`src/rtl/iso2ep_pkg.sv`:
```
// shared types and constants for the timestamp to epoch converter
`default_nettype none

package iso2ep_pkg;

	// first character index at which a zone sign is recognized
	localparam int OFFSET_SEARCH_START = 11;
	localparam int CIDX_W = $clog2(OFFSET_SEARCH_START + 2);

	localparam int DATE_W  = 31;
	localparam int OFF_W   = 16;
	localparam int EPOCH_W = 41;

	// snapshot of the parsed text, handed from the scanner to the arithmetic
	typedef struct packed {
		logic [DATE_W-1:0] year;
		logic [DATE_W-1:0] month;
		logic [DATE_W-1:0] day;
		logic [DATE_W-1:0] hour;
		logic [DATE_W-1:0] minute;
		logic [DATE_W-1:0] second;
		logic [OFF_W-1:0]  off_hours;
		logic [OFF_W-1:0]  off_minutes;
		logic              off_negative;
		logic              complete;
	} fields_t;

endpackage

`default_nettype wire

```
`src/rtl/iso2ep_scan.sv`:
```
// character scanner: date fields, separators and zone offset
`default_nettype none

module iso2ep_scan (
	input  logic                clk,
	input  logic                arst_n,
	input  logic                take,
	input  logic                is_last,
	input  logic [7:0]          char_code,
	output iso2ep_pkg::fields_t fields
);

	localparam logic [7:0] CH_NUL   = 8'h00;
	localparam logic [7:0] CH_PLUS  = 8'h2B;
	localparam logic [7:0] CH_DASH  = 8'h2D;
	localparam logic [7:0] CH_COLON = 8'h3A;
	localparam logic [7:0] CH_T     = 8'h54;

	localparam logic [2:0] FI_YEAR   = 3'd0;
	localparam logic [2:0] FI_MONTH  = 3'd1;
	localparam logic [2:0] FI_DAY    = 3'd2;
	localparam logic [2:0] FI_HOUR   = 3'd3;
	localparam logic [2:0] FI_SEC    = 3'd5;
	localparam logic [2:0] FI_DONE   = 3'd6;

	localparam logic [1:0] OP_SEARCH  = 2'd0;
	localparam logic [1:0] OP_HOURS   = 2'd1;
	localparam logic [1:0] OP_MINUTES = 2'd2;
	localparam logic [1:0] OP_DONE    = 2'd3;

	localparam int DW = iso2ep_pkg::DATE_W;
	localparam int OW = iso2ep_pkg::OFF_W;
	localparam logic [iso2ep_pkg::CIDX_W-1:0] CIDX_START =
		iso2ep_pkg::CIDX_W'(iso2ep_pkg::OFFSET_SEARCH_START);

	function automatic logic [DW-1:0] push_date(input logic [DW-1:0] acc, input logic [3:0] d);
		logic [DW+3:0] v;
		v = ((DW+4)'(acc) << 3) + ((DW+4)'(acc) << 1) + (DW+4)'(d);
		return (v > (DW+4)'({DW{1'b1}})) ? {DW{1'b1}} : v[DW-1:0];
	endfunction

	function automatic logic [OW-1:0] push_off(input logic [OW-1:0] acc, input logic [3:0] d);
		logic [OW+3:0] v;
		v = ((OW+4)'(acc) << 3) + ((OW+4)'(acc) << 1) + (OW+4)'(d);
		return (v > (OW+4)'({OW{1'b1}})) ? {OW{1'b1}} : v[OW-1:0];
	endfunction

	function automatic logic [7:0] sep_of(input logic [2:0] idx);
		case (idx)
			FI_YEAR, FI_MONTH: return CH_DASH;
			FI_DAY:            return CH_T;
			default:           return CH_COLON;
		endcase
	endfunction

	logic [iso2ep_pkg::CIDX_W-1:0] cidx_q, cidx_d;
	logic [2:0]    fidx_q, fidx_d;
	logic [DW-1:0] acc_q, acc_d;
	logic          seen_q, seen_d;
	logic [DW-1:0] year_q, year_d, month_q, month_d, day_q, day_d;
	logic [DW-1:0] hour_q, hour_d, minute_q, minute_d;
	logic          mism_q, mism_d;
	logic [1:0]    ophase_q, ophase_d;
	logic          oneg_q, oneg_d;
	logic [OW-1:0] offh_q, offh_d, offm_q, offm_d;
	logic          hseen_q, hseen_d;
	logic          ended_q, ended_d;
	logic          is_digit;
	logic [3:0]    digit;

	always_comb begin
		cidx_d   = cidx_q;
		fidx_d   = fidx_q;
		acc_d    = acc_q;
		seen_d   = seen_q;
		year_d   = year_q;
		month_d  = month_q;
		day_d    = day_q;
		hour_d   = hour_q;
		minute_d = minute_q;
		mism_d   = mism_q;
		ophase_d = ophase_q;
		oneg_d   = oneg_q;
		offh_d   = offh_q;
		offm_d   = offm_q;
		hseen_d  = hseen_q;
		ended_d  = ended_q;
		is_digit = char_code inside {[8'h30:8'h39]};
		digit    = char_code[3:0];
		if (!ended_q) begin
			if (char_code == CH_NUL) begin
				ended_d = 1'b1;
			end else begin
				// date fields
				if (!mism_q && fidx_q != FI_DONE) begin
					if (is_digit) begin
						acc_d  = push_date(acc_q, digit);
						seen_d = 1'b1;
					end else if (!seen_q) begin
						mism_d = 1'b1;
					end else if (fidx_q == FI_SEC) begin
						fidx_d = FI_DONE;
					end else if (char_code == sep_of(fidx_q)) begin
						case (fidx_q)
							FI_YEAR:  year_d  = acc_q;
							FI_MONTH: month_d = acc_q;
							FI_DAY:   day_d   = acc_q;
							FI_HOUR:  hour_d  = acc_q;
							default:  minute_d = acc_q;
						endcase
						fidx_d = fidx_q + 3'd1;
						acc_d  = '0;
						seen_d = 1'b0;
					end else begin
						mism_d = 1'b1;
					end
				end
				// zone offset
				case (ophase_q)
					OP_SEARCH: begin
						if (cidx_q == CIDX_START &&
							(char_code == CH_PLUS || char_code == CH_DASH)) begin
							ophase_d = OP_HOURS;
							oneg_d   = (char_code == CH_DASH);
						end
					end
					OP_HOURS: begin
						if (is_digit) begin
							offh_d  = push_off(offh_q, digit);
							hseen_d = 1'b1;
						end else if (char_code == CH_COLON && hseen_q) begin
							ophase_d = OP_MINUTES;
						end else begin
							ophase_d = OP_DONE;
						end
					end
					OP_MINUTES: begin
						if (is_digit) begin
							offm_d = push_off(offm_q, digit);
						end else begin
							ophase_d = OP_DONE;
						end
					end
					default: begin
					end
				endcase
				if (cidx_q != CIDX_START) begin
					cidx_d = cidx_q + 1'b1;
				end
			end
		end
	end

	always_comb begin
		fields.year         = year_d;
		fields.month        = month_d;
		fields.day          = day_d;
		fields.hour         = hour_d;
		fields.minute       = minute_d;
		fields.second       = acc_d;
		fields.off_hours    = offh_d;
		fields.off_minutes  = offm_d;
		fields.off_negative = oneg_d;
		fields.complete     = !mism_d && (fidx_d == FI_DONE || (fidx_d == FI_SEC && seen_d));
	end

	always_ff @(posedge clk or negedge arst_n) begin
		if (!arst_n) begin
			cidx_q   <= '0;
			fidx_q   <= FI_YEAR;
			acc_q    <= '0;
			seen_q   <= 1'b0;
			year_q   <= '0;
			month_q  <= '0;
			day_q    <= '0;
			hour_q   <= '0;
			minute_q <= '0;
			mism_q   <= 1'b0;
			ophase_q <= OP_SEARCH;
			oneg_q   <= 1'b0;
			offh_q   <= '0;
			offm_q   <= '0;
			hseen_q  <= 1'b0;
			ended_q  <= 1'b0;
		end else if (take) begin
			if (is_last) begin
				cidx_q   <= '0;
				fidx_q   <= FI_YEAR;
				acc_q    <= '0;
				seen_q   <= 1'b0;
				year_q   <= '0;
				month_q  <= '0;
				day_q    <= '0;
				hour_q   <= '0;
				minute_q <= '0;
				mism_q   <= 1'b0;
				ophase_q <= OP_SEARCH;
				oneg_q   <= 1'b0;
				offh_q   <= '0;
				offm_q   <= '0;
				hseen_q  <= 1'b0;
				ended_q  <= 1'b0;
			end else begin
				cidx_q   <= cidx_d;
				fidx_q   <= fidx_d;
				acc_q    <= acc_d;
				seen_q   <= seen_d;
				year_q   <= year_d;
				month_q  <= month_d;
				day_q    <= day_d;
				hour_q   <= hour_d;
				minute_q <= minute_d;
				mism_q   <= mism_d;
				ophase_q <= ophase_d;
				oneg_q   <= oneg_d;
				offh_q   <= offh_d;
				offm_q   <= offm_d;
				hseen_q  <= hseen_d;
				ended_q  <= ended_d;
			end
		end
	end

endmodule

`default_nettype wire

```
`config.mk`:
```
export PLATFORM = sky130hd
export DESIGN_NAME = iso2ep_scan
export DESIGN_NICKNAME = d
export VERILOG_FILES = /design/src/rtl/iso2ep_pkg.sv /design/src/rtl/iso2ep_scan.sv
export SDC_FILE = /design/constraint.sdc
export NUM_CORES = 1
export LEC_CHECK = 0
export BUFFER_PORTS_ARGS = -buffer_cell sky130_fd_sc_hd__buf_2
export CAP_MARGIN = 20
export CORE_MARGIN = 1.5
export CORE_UTILIZATION = 60
export CTS_CLUSTER_SIZE = 20
export DETAILED_ROUTE_END_ITERATION = 8
export GPL_TIMING_DRIVEN = 0
export HOLD_SLACK_MARGIN = 0.15
export PLACE_DENSITY = 0.83
export SETUP_SLACK_MARGIN = 0.05
export SYNTH_ARGS = -nofsm -noshare
export SYNTH_HDL_FRONTEND = slang
export SYNTH_SLANG_ARGS = --single-unit
```
`constraint.sdc`:
```
create_clock -name clk -period 5.91 [get_ports clk]
set_input_delay 0.2955 -clock clk [delete_from_list [all_inputs] [get_ports clk]]
set_output_delay 0.2955 -clock clk [all_outputs]
set_load 0.01 [all_outputs]
```
# Word level (Yosys, flattened, before mapping)
# Cells that the tools add are included.
# totals
out_inout_bits	220
reg_bits	232
inputBits	12
elab_cells	193
# classes
magnitude_cmp	5
n_eq_ne	20
n_mux	122
n_reduce_logical	22
add_sub_neg	8
# op_table
operator	n
2-to-1 mux 31 bit	54
2-to-1 mux 16 bit	12
2-to-1 mux 8 bit	6
adder 19 x 17 -> 20 bit	2
adder 20 x 4 -> 20 bit	2
greater-than comparator 20 x 16 -> 1 bit (second input constant)	2
adder 34 x 32 -> 35 bit	1
adder 35 x 4 -> 35 bit	1
greater-than comparator 35 x 31 -> 1 bit (second input constant)	1
2-to-1 mux 1 bit	30
equality test 8 x 6 -> 1 bit (second input constant)	3
2-to-1 mux 3 bit	8
2-to-1 mux 4 bit	4
case mux 7 bit (2 select lines)	1
2-to-1 mux 2 bit	6
!= test 3 bit (second input constant)	4
equality test 3 bit (second input constant)	3
equality test 8 bit	1
greater-or-equal comparator 8 x 6 -> 1 bit (second input constant)	1
<= comparator 8 x 6 -> 1 bit (second input constant)	1
zero test 8 bit	1
AND reduction 7 bit	1
equality test 3 x 2 -> 1 bit (second input constant)	2
logical AND 1 bit	6
other kinds (19)	24

# Depth between registers and ports, before layout
# logic_depth
ltp_word	21
mapped_depth	15
ltp_nobuf	13

# Least setup slack after synthesis
# No wires, ideal clock.
# synth_timing
kind	register to output
startpoint	register acc_q[0]
endpoint	output fields[42] (netlist bit)
stages_incl_launch_ff	15
n_path_buf	1
slack_ps	2098
required_ps	5615
arrival_ps	3516
cell_sequence	dfrtp_1 > inv_1 > fa_1 > inv_1 > ha_1 > a211oi_1 > o21ai_1 > o2111ai_1 > nand3_1 > o21a_1 > o221a_2 > o211ai_4 > clkbuf_1 > nor3_1 > nor2_1
# synth_rtl
item	line	text
start: declaration	iso2ep_scan.sv:58	logic [DW-1:0] acc_q, acc_d;
start signal: assignment	iso2ep_scan.sv:171	acc_q <= '0;
start signal: assignment	iso2ep_scan.sv:189	acc_q <= '0;
start signal: assignment	iso2ep_scan.sv:206	acc_q <= acc_d;
end: declaration	iso2ep_scan.sv:10	output iso2ep_pkg::fields_t fields

==> impl_metrics.py <==
metrics = {
    "grt": {
        "grt_pass1_vias": 16300,
        "grt_pass1_wl_um": 90000,
        "grt_util_all_layers_pct": 37.2,
        "grt_antenna_before_repair": 1,
        "overflow": 0,
        "grt_max_degree": 119,
    },
    "placed_design": {
        "dp_hpwl_um": 42500,
        "routabilityCongestion": 0.966,
        "port_buffers": 231,
    },
    "hold_path": {
        "hold_start": "char_code[0]",
        "hp-class": "in -> reg",
        "worstHoldPathCells": 3,
    },
    "critical_path": {
        "r2r_cells": 14,
        "crit_arrival_ps": 5260,
        "worstSetupStartpoint": "acc_q[2]",
        "criticalPathCategory": "reg -> out",
        "cp-end-kind": "primary output",
        "crit_fanout": 10,
        "cp-start-kind": "flop",
        "crit_path_end": "fields[52]",
        "r2r_start": "acc_q[2]",
        "reg2reg_setup_slack_ps": 1360,
        "r2r-end": "acc_q[15]",
        "cp.required_ps": 5610,
    },
    "logic_synthesis": {
        "avgSynthCellArea_um2": 9.33,
        "synth.most_common_cell": "dfrtp_1",
        "yosys.area.top_type": "dfrtp_1",
        "netlist_top_cells_area": "dfrtp_1, ha_1, mux2_2, o2bb2ai_1, a22oi_1",
        "synth_cell_types": 70,
        "synthesis.area_um2": 17300,
        "ys_seq_elements": 232,
        "synthArstFlopShare_pct": 100,
        "yosysTopAreaCellShare_pct": 33.6,
        "synth_nets": 2003,
        "seq_area_frac_synth_pct": 33.6,
        "yosys_warnings": 0,
        "synth_ff_type": "dfrtp_1",
        "synthCells": 1853,
        "synth_edf_count": 0,
        "synth_common_cells": "dfrtp_1, nor2_1, o2bb2ai_1, a22oi_1, clkbuf_1",
    },
    "floorplanning": {
        "die_h_um": 173,
        "initial_utilization_pct": 61.6,
        "num_rows": 61,
        "die_w_um": 173,
        "io_pins": 232,
        "die_area_um2": 29800,
        "core_area_um2": 28100,
    },
    "sta": {
        "finClkSkew_ps": 19.6,
        "hold_viol_final": 0,
        "period_minus_slack_ps": 5550,
        "timing.fmax_mhz": 180,
        "slew_headroom_pct": 41.8,
        "drv_slew": 0,
        "tns_ps": 0,
        "min_period_over_period_pct": 93.9,
        "setup_viol": 0,
        "rsz0062_at_grt": "false",
        "worstMarginPinSlew_ps": 861,
    },
    "clocking": {
        "post_cts.repair.setup_buffers": 0,
        "tritoncts": "yes",
        "clk_latency_ps": 540,
        "clkTransAtPathRegs_ps": 60,
        "numClockSinks": 232,
        "htreeDepth": 1,
        "cts_inserted_buffers": 26,
        "root_buffer": "clkbuf_16",
        "cts_buffer_depth": 3,
    },
    "drt": {
        "viasPerCell": 6.81,
        "drt.antenna.violating_nets": 0,
        "wl_per_cell_um": 22.6,
        "vias": 17100,
        "drcViolationCount": 0,
        "drt_iter0_markers": 1870,
        "drt-pass1-iter-count": 6,
        "routed_wl_um": 56700,
    },
    "run": {
        "maxCapViolations": 0,
    },
    "power_and_ir_drop": {
        "leakagePower_nw": 9.55,
        "ir_drop_mv": 0.200,
        "power_density_nw_per_um2": 189,
    },
    "final_layout": {
        "fillerInstances": 2212,
        "final_util_pct": 70.5,
        "area_growth_pct": 14.5,
        "drive_gt1_share_pct": 21.8,
        "layout.nets": 2265,
        "diodes": 0,
    },
    "outcome": {
        "status": "complete, no violations",
    },
}
==> timing repair <==
action                     in CTS  in global routing
hold buffers                    1                  0
resized for setup               0                  0
hold endpoints to repair      117                  0
setup endpoints to repair       0                  0
==> layout by cell type (no fill, tap or decap), drive strengths merged, types with 9 or more instances in the layout <==
| cell | instances |
|---|---|
| nand3 | 15 |
| o2bb2ai | 158 |
| dfrtp | 232 |
| a22oi | 155 |
| and3 | 10 |
| nand2b | 11 |
| and2 | 9 |
| a31oi | 22 |
| buf | 258 |
| ha | 132 |
| nand4 | 13 |
| nand2 | 76 |
| o211ai | 9 |
| nor3 | 39 |
| mux2 | 136 |
| a21o | 19 |
| xnor2 | 25 |
| a21oi | 101 |
| o21ai | 134 |
| nor2b | 12 |
| o21a | 10 |
| a211oi | 17 |
| nor2 | 171 |
| clkbuf | 180 |
| xor2 | 25 |
| inv | 40 |
| a2111oi | 24 |
==> logic make-up after synthesis <==
| family | Yosys count | share of synthesized area [%] |
|---|---|---|
| AO/OA/AOI/OAI | 704 | 29.7 |
| flip-flops | 232 | 33.6 |
| XOR/XNOR | 50 | 2.53 |
| multiplexers | 140 | 9.09 |
| adder cells (fa/ha/maj) | 138 | 10.2 |
| AND/OR/NAND/NOR | 383 | 10.1 |
| buffers and inverters | 206 | 4.74 |
==> area by class of cell <==
cell class / instances / area (um2) / share of cell area (%)
buffer: 166 / 669 / 3.38
clock buffer: 39 / 781 / 3.94
clock inverter: 4 / 22.5 / 0.114
inverter: 40 / 150 / 0.758
multi-input combinational: 1415 / 10700 / 53.9
sequential: 232 / 5810 / 29.3
tap: 378 / 473 / 2.39
timing repair buffer: 234 / 1230 / 6.22
==> worst max-delay path: stages (launching register included) <==
cell and delay, ps:
dfrtp_1 610, inv_1 300, fa_1 590, inv_1 50
ha_1 280, a211oi_1 260, o21ai_1 220, o2111ai_1 230
nand3_1 280, o21a_1 310, o221a_2 320, o211ai_4 390
clkbuf_1 370, nor3_1 90, nor2_1 210, buf_2 180
==> report_power, final <==
part | leakage, nW | switching [mW] | internal, mW
sequential | 3.23 | 0.0560 | 1.62
combinational | 5.92 | 0.341 | 0.158
clock | 0.395 | 0.663 | 0.902
==> state kept, by name (all words and copies together) (netlist names) <==
register,cells
acc_q,31
day_q,31
hour_q,31
minute_q,31
month_q,31
year_q,31
offh_q,16
offm_q,16
cidx_q,4
fidx_q,3
ophase_q,2
ended_q,1
hseen_q,1
mism_q,1
oneg_q,1
seen_q,1
==> how the worst min path moves through the flow <==
stage / end / slack (ps)
floorplan: acc_q[0] / -0.09
global placement: hseen_q / 480
detailed placement: offm_q[14] / 400
CTS: offm_q[0] / 170
global route: offm_q[0] / 210
finish: offm_q[0] / 200
==> per-layer routing <==
| metal | global-route usage (%) | routed length (um) | vias to the layer above |
|---|---|---|---|
| met1 | 51.8 | 23400 | 8272 |
| met5 | 0 | 0 | - |
| met3 | 6.13 | 5610 | 169 |
| met2 | 58.8 | 25600 | 1066 |
| li1 | - | - | 7580 |
| met4 | 13.4 | 2150 | 0 |
==> metrics by stage <==
stage / worst slack, ps / power [mW] / instance area [um2] / hold WS, ps / std cells
5_1_grt: 140 / 3.85 / 19800 / 210 / 2508
6_report: 359 / 3.74 / 19800 / 196 / 2508
3_3_place_gp: 418 / 2.16 / 18900 / 479 / 2462
4_1_cts: 456 / 3.72 / 19800 / 167 / 2508
3_5_place_dp: 1020 / 2.19 / 19000 / 400 / 2464
2_1_floorplan: 2100 / 1.99 / 17300 / -0.0911 / 1853
Power figures use the tool's default switching activity.
