==> src/rtl/iso2ep_pkg.sv <==
// shared types and constants for the timestamp to epoch converter
`default_nettype none

package iso2ep_pkg;

	// first character index at which a zone sign is recognized
	localparam int OFFSET_SEARCH_START = 11;
	localparam int CIDX_W = $clog2(OFFSET_SEARCH_START + 2);

	localparam int DATE_W  = 31;
	localparam int OFF_W   = 16;
	localparam int EPOCH_W = 41;

	// snapshot of the parsed text, handed from the scanner to the arithmetic
	typedef struct packed {
		logic [DATE_W-1:0] year;
		logic [DATE_W-1:0] month;
		logic [DATE_W-1:0] day;
		logic [DATE_W-1:0] hour;
		logic [DATE_W-1:0] minute;
		logic [DATE_W-1:0] second;
		logic [OFF_W-1:0]  off_hours;
		logic [OFF_W-1:0]  off_minutes;
		logic              off_negative;
		logic              complete;
	} fields_t;

endpackage

`default_nettype wire

==> src/rtl/iso2ep_if.sv <==
// valid/ready channel interfaces for character input and epoch output
`default_nettype none


interface iso2ep_epoch_if;
	logic                                   valid;
	logic                                   ready;
	logic signed [iso2ep_pkg::EPOCH_W-1:0]  epoch_seconds;
	logic                                   valid_res;

	modport source (output valid, output epoch_seconds, output valid_res, input ready);
	modport sink (input valid, input epoch_seconds, input valid_res, output ready);
endinterface

`default_nettype wire

==> src/rtl/iso2ep_calc.sv <==
// seven-stage pipeline from parsed fields to utc epoch seconds
`default_nettype none

module iso2ep_calc (
	input  logic                  clk,
	input  logic                  arst_n,
	input  logic                  push_valid,
	output logic                  push_ready,
	input  iso2ep_pkg::fields_t   fields,
	iso2ep_epoch_if.source        res
);

	localparam int DW = iso2ep_pkg::DATE_W;
	// floor(x / 12) = (x * M12) >> 35 for x below 2^33
	localparam logic [31:0] M12 = 32'hAAAAAAAB;
	// floor(x / 25) = (x * M25) >> 35 for x below 2^32
	localparam logic [30:0] M25 = 31'd1374389535;
	// 146000 + 100 - 4 + 1 + 719468 + 1, folded offsets of the day count
	localparam logic signed [33:0] DAY_BIAS = 34'sd865566;

	function automatic logic [8:0] doy_of(input logic [3:0] mrem);
		case (mrem)
			4'd0:    return 9'd306;
			4'd1:    return 9'd337;
			4'd2:    return 9'd0;
			4'd3:    return 9'd31;
			4'd4:    return 9'd61;
			4'd5:    return 9'd92;
			4'd6:    return 9'd122;
			4'd7:    return 9'd153;
			4'd8:    return 9'd184;
			4'd9:    return 9'd214;
			4'd10:   return 9'd245;
			default: return 9'd275;
		endcase
	endfunction

	logic vld_s1, vld_s2, vld_s3, vld_s4, vld_s5, vld_s6, vld_s7;
	logic r1, r2, r3, r4, r5, r6, r7;

	assign r7 = !vld_s7 || res.ready;
	assign r6 = !vld_s6 || r7;
	assign r5 = !vld_s5 || r6;
	assign r4 = !vld_s4 || r5;
	assign r3 = !vld_s3 || r4;
	assign r2 = !vld_s2 || r3;
	assign r1 = !vld_s1 || r2;
	assign push_ready = r1;

	always_ff @(posedge clk or negedge arst_n) begin
		if (!arst_n) begin
			{vld_s1, vld_s2, vld_s3, vld_s4, vld_s5, vld_s6, vld_s7} <= '0;
		end else begin
			if (r1) vld_s1 <= push_valid;
			if (r2) vld_s2 <= vld_s1;
			if (r3) vld_s3 <= vld_s2;
			if (r4) vld_s4 <= vld_s3;
			if (r5) vld_s5 <= vld_s4;
			if (r6) vld_s6 <= vld_s5;
			if (r7) vld_s7 <= vld_s6;
		end
	end

	// stage 1: field snapshot
	iso2ep_pkg::fields_t f_s1;
	always_ff @(posedge clk) begin
		if (r1 && push_valid) f_s1 <= fields;
	end

	// stage 2: month carry product, time-of-day and zone offset products
	logic [DW-1:0] m0;
	logic [62:0]   prod12;
	logic [27:0]   q12_s2;
	logic [DW-1:0] m0_s2, year_s2, day_s2, sec_s2;
	logic          mz_s2, neg_s2, ok_s2;
	logic [42:0]   h3600_s2;
	logic [36:0]   m60_s2;
	logic [28:0]   off_s2;

	always_comb begin
		m0     = f_s1.month - 1'b1;
		prod12 = 63'(m0) * 63'(M12);
	end

	always_ff @(posedge clk) begin
		if (r2 && vld_s1) begin
			q12_s2   <= prod12[62:35];
			m0_s2    <= m0;
			mz_s2    <= (f_s1.month == '0);
			year_s2  <= f_s1.year;
			day_s2   <= f_s1.day;
			sec_s2   <= f_s1.second;
			neg_s2   <= f_s1.off_negative;
			ok_s2    <= f_s1.complete;
			h3600_s2 <= 43'(f_s1.hour) * 43'd3600;
			m60_s2   <= 37'(f_s1.minute) * 37'd60;
			off_s2   <= 29'(f_s1.off_hours) * 29'd3600 + 29'(f_s1.off_minutes) * 29'd60;
		end
	end

	// stage 3: march-based year, day-of-year bias, seconds part
	logic signed [28:0] carry;
	logic [30:0]        mrem_full;
	logic [3:0]         mrem;
	logic signed [32:0] zsum;
	logic [31:0]        z_s3;
	logic signed [33:0] base_s3;
	logic signed [44:0] part_s3;
	logic               ok_s3;

	always_comb begin
		mrem_full = m0_s2 - 31'(q12_s2) * 31'd12;
		carry     = mz_s2 ? -29'sd1 : $signed({1'b0, q12_s2});
		mrem      = mz_s2 ? 4'd11 : mrem_full[3:0];
		zsum      = $signed({2'b00, year_s2}) + 33'(carry) + 33'sd400
			- ((mrem <= 4'd1) ? 33'sd1 : 33'sd0);
	end

	always_ff @(posedge clk) begin
		if (r3 && vld_s2) begin
			z_s3    <= zsum[31:0];
			base_s3 <= $signed({3'b000, day_s2}) + $signed({25'd0, doy_of(mrem)}) - DAY_BIAS;
			part_s3 <= $signed({2'b00, h3600_s2}) + $signed({8'd0, m60_s2})
				+ $signed({14'd0, sec_s2})
				+ (neg_s2 ? $signed({16'd0, off_s2}) : -$signed({16'd0, off_s2}));
			ok_s3   <= ok_s2;
		end
	end

	// stage 4: leap corrections and the 365-day product
	logic [60:0]        prod25;
	logic [29:0]        w_s4;
	logic [25:0]        q25_s4;
	logic [40:0]        zz_s4;
	logic signed [33:0] base_s4;
	logic signed [44:0] part_s4;
	logic               ok_s4;

	assign prod25 = 61'(z_s3[31:2]) * 61'(M25);

	always_ff @(posedge clk) begin
		if (r4 && vld_s3) begin
			w_s4    <= z_s3[31:2];
			q25_s4  <= prod25[60:35];
			zz_s4   <= 41'(z_s3) * 41'd365;
			base_s4 <= base_s3;
			part_s4 <= part_s3;
			ok_s4   <= ok_s3;
		end
	end

	// stage 5: day count since the epoch
	logic signed [41:0] days_s5;
	logic signed [44:0] part_s5;
	logic               ok_s5;

	always_ff @(posedge clk) begin
		if (r5 && vld_s4) begin
			days_s5 <= $signed({1'b0, zz_s4}) + $signed({12'd0, w_s4})
				- $signed({16'd0, q25_s4}) + $signed({18'd0, q25_s4[25:2]})
				+ 42'(base_s4);
			part_s5 <= part_s4;
			ok_s5   <= ok_s4;
		end
	end

	// stage 6: days to seconds
	logic signed [59:0] dsec_s6;
	logic signed [44:0] part_s6;
	logic               ok_s6;

	always_ff @(posedge clk) begin
		if (r6 && vld_s5) begin
			dsec_s6 <= 60'(days_s5) * 60'sd86400;
			part_s6 <= part_s5;
			ok_s6   <= ok_s5;
		end
	end

	// stage 7: final sum, 41-bit range check, result register
	logic signed [60:0] t;
	logic               in_range;
	logic [iso2ep_pkg::EPOCH_W-1:0] epoch_s7;
	logic               ok_s7;

	always_comb begin
		t        = 61'(dsec_s6) + 61'(part_s6);
		in_range = (&t[60:40]) || !(|t[60:40]);
	end

	always_ff @(posedge clk) begin
		if (r7 && vld_s6) begin
			ok_s7    <= ok_s6 && in_range;
			epoch_s7 <= (ok_s6 && in_range) ? t[40:0] : '0;
		end
	end

	assign res.valid         = vld_s7;
	assign res.epoch_seconds = $signed(epoch_s7);
	assign res.valid_res     = ok_s7;

endmodule

`default_nettype wire

==> src/flat_wrapper.sv <==
// flat-port wrapper written by rule: the top's interface ports become plain ports
module iso2ep_calc_flat 
  (clk, arst_n, push_valid, push_ready, fields, res_valid, res_epoch_seconds, res_valid_res, res_ready);
  iso2ep_epoch_if res_i ();
  input  logic clk;
  input  logic arst_n;
  input  logic push_valid;
  output logic push_ready;
  input  iso2ep_pkg::fields_t fields;
  output wire logic [$bits(res_i.valid)-1:0] res_valid;
  output wire logic [$bits(res_i.epoch_seconds)-1:0] res_epoch_seconds;
  output wire logic [$bits(res_i.valid_res)-1:0] res_valid_res;
  input wire logic [$bits(res_i.ready)-1:0] res_ready;
  assign res_valid = res_i.valid;
  assign res_epoch_seconds = res_i.epoch_seconds;
  assign res_valid_res = res_i.valid_res;
  assign res_i.ready = res_ready;
  iso2ep_calc u_core (.clk(clk), .arst_n(arst_n), .push_valid(push_valid), .push_ready(push_ready), .fields(fields), .res(res_i));
endmodule
==> config.mk <==
export PLATFORM = sky130hd
export DESIGN_NAME = iso2ep_calc_flat
export DESIGN_NICKNAME = d
export VERILOG_FILES = /design/src/rtl/iso2ep_pkg.sv /design/src/rtl/iso2ep_if.sv /design/src/rtl/iso2ep_calc.sv /design/src/flat_wrapper.sv
export SDC_FILE = /design/constraint.sdc
export NUM_CORES = 2
export LEC_CHECK = 0
export BUFFER_PORTS_ARGS = -buffer_cell sky130_fd_sc_hd__buf_4
export CELL_PAD_IN_SITES_DETAIL_PLACEMENT = 0
export CELL_PAD_IN_SITES_GLOBAL_PLACEMENT = 1
export CORE_ASPECT_RATIO = 1.5
export CORE_MARGIN = 10
export CORE_UTILIZATION = 54
export CTS_BUF_LIST = sky130_fd_sc_hd__clkbuf_4
export CTS_CLUSTER_DIAMETER = 200
export DETAILED_ROUTE_END_ITERATION = 12
export GPL_TIMING_DRIVEN = 1
export PLACE_DENSITY = 0.93
export SYNTH_ARGS = -nofsm -noshare
export SYNTH_HDL_FRONTEND = slang
export SYNTH_SLANG_ARGS = --single-unit
==> constraint.sdc <==
create_clock -name clk -period 11.5 [get_ports clk]
set_input_delay 1.15 -clock clk [delete_from_list [all_inputs] [get_ports clk]]
set_output_delay 1.15 -clock clk [all_outputs]
set_load 0.01 [all_outputs]
## Word-level counts from Yosys, hierarchy flattened

Memories as Yosys holds them, arrays and structs flattened.
Index checks and enable logic that the tools add are counted.

- Bits of input ports: 224
- Memory bits (read-only): 144
- Memories: 1
- Bits in registers: 976
- Output and inout bits: 44
- Logic and storage cells: 106

Memories:

| memory | depth | width | rd ports | clocked after Yosys merged registers in | wr ports | RTL line | text |
|---|---|---|---|---|---|---|---|
| (no name shown) | 16 | 9 | 1 | 0 | 0 | iso2ep_calc.sv:22 | `case (mrem)` |

- Multiply operators: 9
- Muxes and demuxes: 5
- Add/subtract/negate cells: 17
- Magnitude comparators: 1
- Reductions and logical operators: 27

Operators by type and width:

| kind | number |
|---|---|
| $mul A31 B32 Y63 const B | 1 |
| $add A60 B45 Y61 | 1 |
| $mul A30 B31 Y61 const B | 1 |
| $mul A42 B11 Y53 const B | 1 |
| $add A45 B32 Y45 | 1 |
| $add A45 B45 Y45 | 1 |
| $mux W45 | 1 |
| $neg A29 Y45 | 1 |
| $add A43 B37 Y44 | 1 |
| $add A41 B30 Y42 | 1 |
| $add A42 B25 Y42 | 1 |
| $add A42 B34 Y42 | 1 |
| $sub A42 B27 Y42 | 1 |
| $mul A32 B9 Y41 const B | 1 |
| $mul A31 B8 Y39 const B | 1 |
| $mul A31 B4 Y35 const B | 1 |
| $sub A34 B21 Y34 const B | 1 |
| $add A31 B9 Y32 | 1 |
| $add A32 B10 Y32 const B | 1 |
| $add A32 B29 Y32 | 1 |
| $sub A32 B32 Y32 | 1 |
| $logic_not A31 Y1 | 1 |
| $sub A31 B1 Y31 const B | 1 |
| $add A28 B22 Y29 | 1 |
| other kinds (14) | 35 |

## Longest topological paths before layout

- Depth in word-level cells: 10
- Depth in mapped cells: 41

## Least setup slack after synthesis

No wires, ideal clock.

- Path kind: register to register
- Start: reg u_core.f_s1[158] in the netlist's numbering
- End: reg u_core.q12_s2[27] (data pin)
- Setup slack: 1.322 ns
- Stages on the path, launching flop included: 41
- Clock period less this slack: 10.178 ns
- Setup time: 0.260 ns
- Arrival: 9.918 ns
- Data required time: 11.240 ns
- Cell sequence: edfxtp_1 inv_1 ha_1 nand2_1 nor3_1 nand2b_1 nor2_1 nand3b_1 or4_1 clkbuf_1 or4_1 or3b_2 xor2_1 inv_1 ha_1 inv_1 fa_1 inv_1 [... 5 more ...] inv_1 fa_1 inv_1 ha_1 o21a_1 o21a_1 o21ai_0 a21oi_1 and2_1 a22o_1 o211ai_1 a21oi_1 and4_1 o2111ai_1 o211ai_1 a31o_2 a21oi_1 xnor2_1

- Cells in the longest elaborated chain, start to end: 2

Ends and longest elaborated chain:

| item | RTL line | text |
|---|---|---|
| start: declaration | iso2ep_calc.sv:65 | `iso2ep_pkg::fields_t f_s1;` |
| start signal: assignment | iso2ep_calc.sv:67 | `if (r1 && push_valid) f_s1 <= fields;` |
| $sub A31 B1 Y31 | iso2ep_calc.sv:81 | `m0 = f_s1.month - 1'b1;` |
| named net u_core.m0[0] | iso2ep_calc.sv:71 | `logic [DW-1:0] m0;` |
| $mul A31 B32 Y63 | iso2ep_calc.sv:82 | `prod12 = 63'(m0) * 63'(M12);` |
| named net u_core.prod12[62] | iso2ep_calc.sv:72 | `logic [62:0] prod12;` |
| end signal: assignment | iso2ep_calc.sv:87 | `q12_s2 <= prod12[62:35];` |
| end: declaration | iso2ep_calc.sv:73 | `logic [27:0] q12_s2;` |

The timed path passes the listed nets, and every way through them passes these cells.
A chain may end at the register's enable or synchronous reset.

## Worst setup path in the final report

Ends and elaborated chain as after synthesis.

==> impl_metrics.yaml <==
grt:
  antenna_found_initial: 11
  overflow: 0
  grt_first_pass_wirelength_um: 346000
  grt_max_degree: 162
  grt_pass1_vias: 65700
  grtUsageTotal: 0.227
timing:
  rsz0062_at_grt: "no"
  setup_viol: 0
  finalMaxSlewViolations: 0
  slew_headroom: 0.207
  fin_crit_sh: 0.942
  fin_setup_tns_ps: 0
  finalCriticalPeriod_ps: 10830
  worst_pin_slew_ps: 1190
  skew_ps: 199
  fmax_mhz: 92.3
  finalHoldViolCount: 0
synthesis:
  synth_edf_count: 967
  synth_cell_types: 89
  synthArstFlopShare: 0.00719
  synth_area_sq_um: 94700
  synth_area_per_cell_sq_um: 11.3
  synthTopCellsByArea: "edfxtp_1, fa_1, ha_1"
  synth_largest_area_cell: "edfxtp_1"
  synth_ff_type: "edfxtp_1"
  synth_seq_cells: 974
  synth_top_area_share: 0.307
  postSynthCellCount: 8346
  synth_nets: 11100
  seq_area_frac_synth: 0.309
  synth_warnings: 0
place:
  dpl.hpwl_um: 181000
  routabilityCongestion: 0.986
  port-buffer-count: 267
  placedCellCount: 10900
clocking:
  numCtsBuffers: 241
  htree_levels: 4
  clk_path_buf_depth: 4
  cts_sinks: 974
  cts-root-buf: "clkbuf_4"
  clock_latency_ps: 1260
  cts_tree: "built"
  path_clk_slew_ps: 70
setup_path:
  crit_family: "adder cells"
  crit_path_start_kind: "register"
  worstSetupEndpointType: "register"
  crit_required_ps: 12370
  crit_buf_inv: 7
  crit_top_cell: "fa_1"
  cp_data_arrival_time_ps: 11700
  critical_path.max_fanout: 4
  path_class: "register to register"
  crit_path_top_delay_cell: "fa_1"
  max_stage_delay_ps: 560
floorplanning:
  die_h_um: 533
  core_area_sq_um: 175000
  die_area_sq_um: 193000
  num_io_pins: 268
  fp.dieW_um: 362
  start_util: 0.542
  core.rowCount: 188
layout:
  instances_no_fill: 11400
  fillers: 14200
  final_common_cell: "inv_1"
  drive_gt1_frac: 0.0810
  final_cell_mix: "inv_1, ha_1, fa_1, edfxtp_1, a21oi_1"
  fin_nets: 11700
  syn_to_final_growth_pct: 9.31
route:
  drc: 0
  antenna_left: 0
  drt_first_pass_iters: 7
  vias: 60800
  drtIter0Drc: 2786
  wl_per_cell_um: 19.0
  viasPerCell: 5.35
  wl_um: 215000
hold_path:
  min_path_type: "primary input to register"
job:
  drv_cap: 0
run_status:
  status: "finished, final reports clean"
worst reg2reg max path: cells and delay by family, from the launching register on:
family | cells | cell delay (ps)
flops | 1 | 430
xor+xnor | 2 | 260
compound gates | 11 | 2070
fa+ha+maj | 10 | 4530
buf+inv | 7 | 610
simple gates | 10 | 2720
cell type report:
cell class                      instances  area (sq um)  area share
Multi-Input combinational cell       5498         58500       0.565
Sequential cell                       974         29200       0.282
Inverter                             1825          6850      0.0662
Timing Repair Buffer                  360          2890      0.0280
Tap cell                             2280          2850      0.0276
Clock buffer                          317          2380      0.0230
Clock inverter                        103           810     0.00782
Antenna cell                            8          20.0    0.000193
flip-flops by register name (all words and copies together) (netlist names), 32 cells and up:
name,flops
u_core.base_s3,34
u_core.base_s4,34
u_core.days_s5,42
u_core.dsec_s6,53
u_core.f_s1,220
u_core.h3600_s2,39
u_core.m60_s2,35
u_core.part_s3,45
u_core.part_s4,45
u_core.part_s5,45
u_core.part_s6,45
u_core.res.epoch_seconds,41
u_core.z_s3,32
u_core.zz_s4,41
through the flow:
step	hold WS (ps)	instance area (sq um)	worst slack, ps	util
3_5_place_dp	405	99600	415	0.570
3_3_place_gp	401	99600	342	0.570
4_1_cts	0.123	103000	460	0.592
6_report	125	103000	666	0.592
5_1_grt	21.7	103000	33.5	0.592
2_1_floorplan	400	94700	1320	-
timing repair:
item                       in CTS  in global routing
buffers inserted                0                  2
resized for setup               0                  4
hold endpoints to repair       67                  0
hold buffers                   61                  0
setup endpoints to repair       0                  3
worst paths after layout:
check / to / startpoint / depth (start not counted) / slack (ps)
max: u_core.q12_s2[27] / u_core.f_s1[158] / 40 / 670
min: u_core.f_s1[141] / fields[141] / 1 / 130
max reg2reg: u_core.q12_s2[27] / u_core.f_s1[158] / 40 / 670
min reg2reg: u_core.part_s6[43] / u_core.part_s5[43] / 0 / 340
max in group asynchronous: u_core.vld_s6 / arst_n / 2 / 11060
min in group asynchronous: u_core.vld_s3 / arst_n / 2 / 320
kinds of logic after synthesis:
family,synth area share
adders and majority gates,0.420
buffers and inverters,0.0745
AOI/OAI and AO/OA,0.0850
and+or+nand+nor,0.0609
DFF,0.309
xor gates and xnor gates,0.0499
muxes,0.000793
synthesized netlist by cell type (39+ instances only):
master,n
nor2_1,326
o21ai_0,207
edfxtp_1,967
ha_1,1457
clkbuf_1,40
and2_1,73
nand3_1,94
xor2_1,174
a31oi_1,39
nand2b_1,68
nand2_1,217
nor3_1,100
nor2b_1,74
o21bai_1,62
inv_1,1824
a21o_1,222
a21oi_1,413
o21a_1,70
and3_1,48
nand4_1,41
fa_1,1078
xnor2_1,365
layer usage:
metal / share of wire / track usage / wire length (um)
met3: 0.037 / 0.0292 / 8010
met5: 0.00028 / 0 / 60
met2: 0.53 / 0.418 / 114000
met4: 0.055 / 0.111 / 11800
met1: 0.38 / 0.255 / 82100
Power is not shown: default switching activity piles up to over one toggle a cycle in this logic, so the estimate is an artifact.
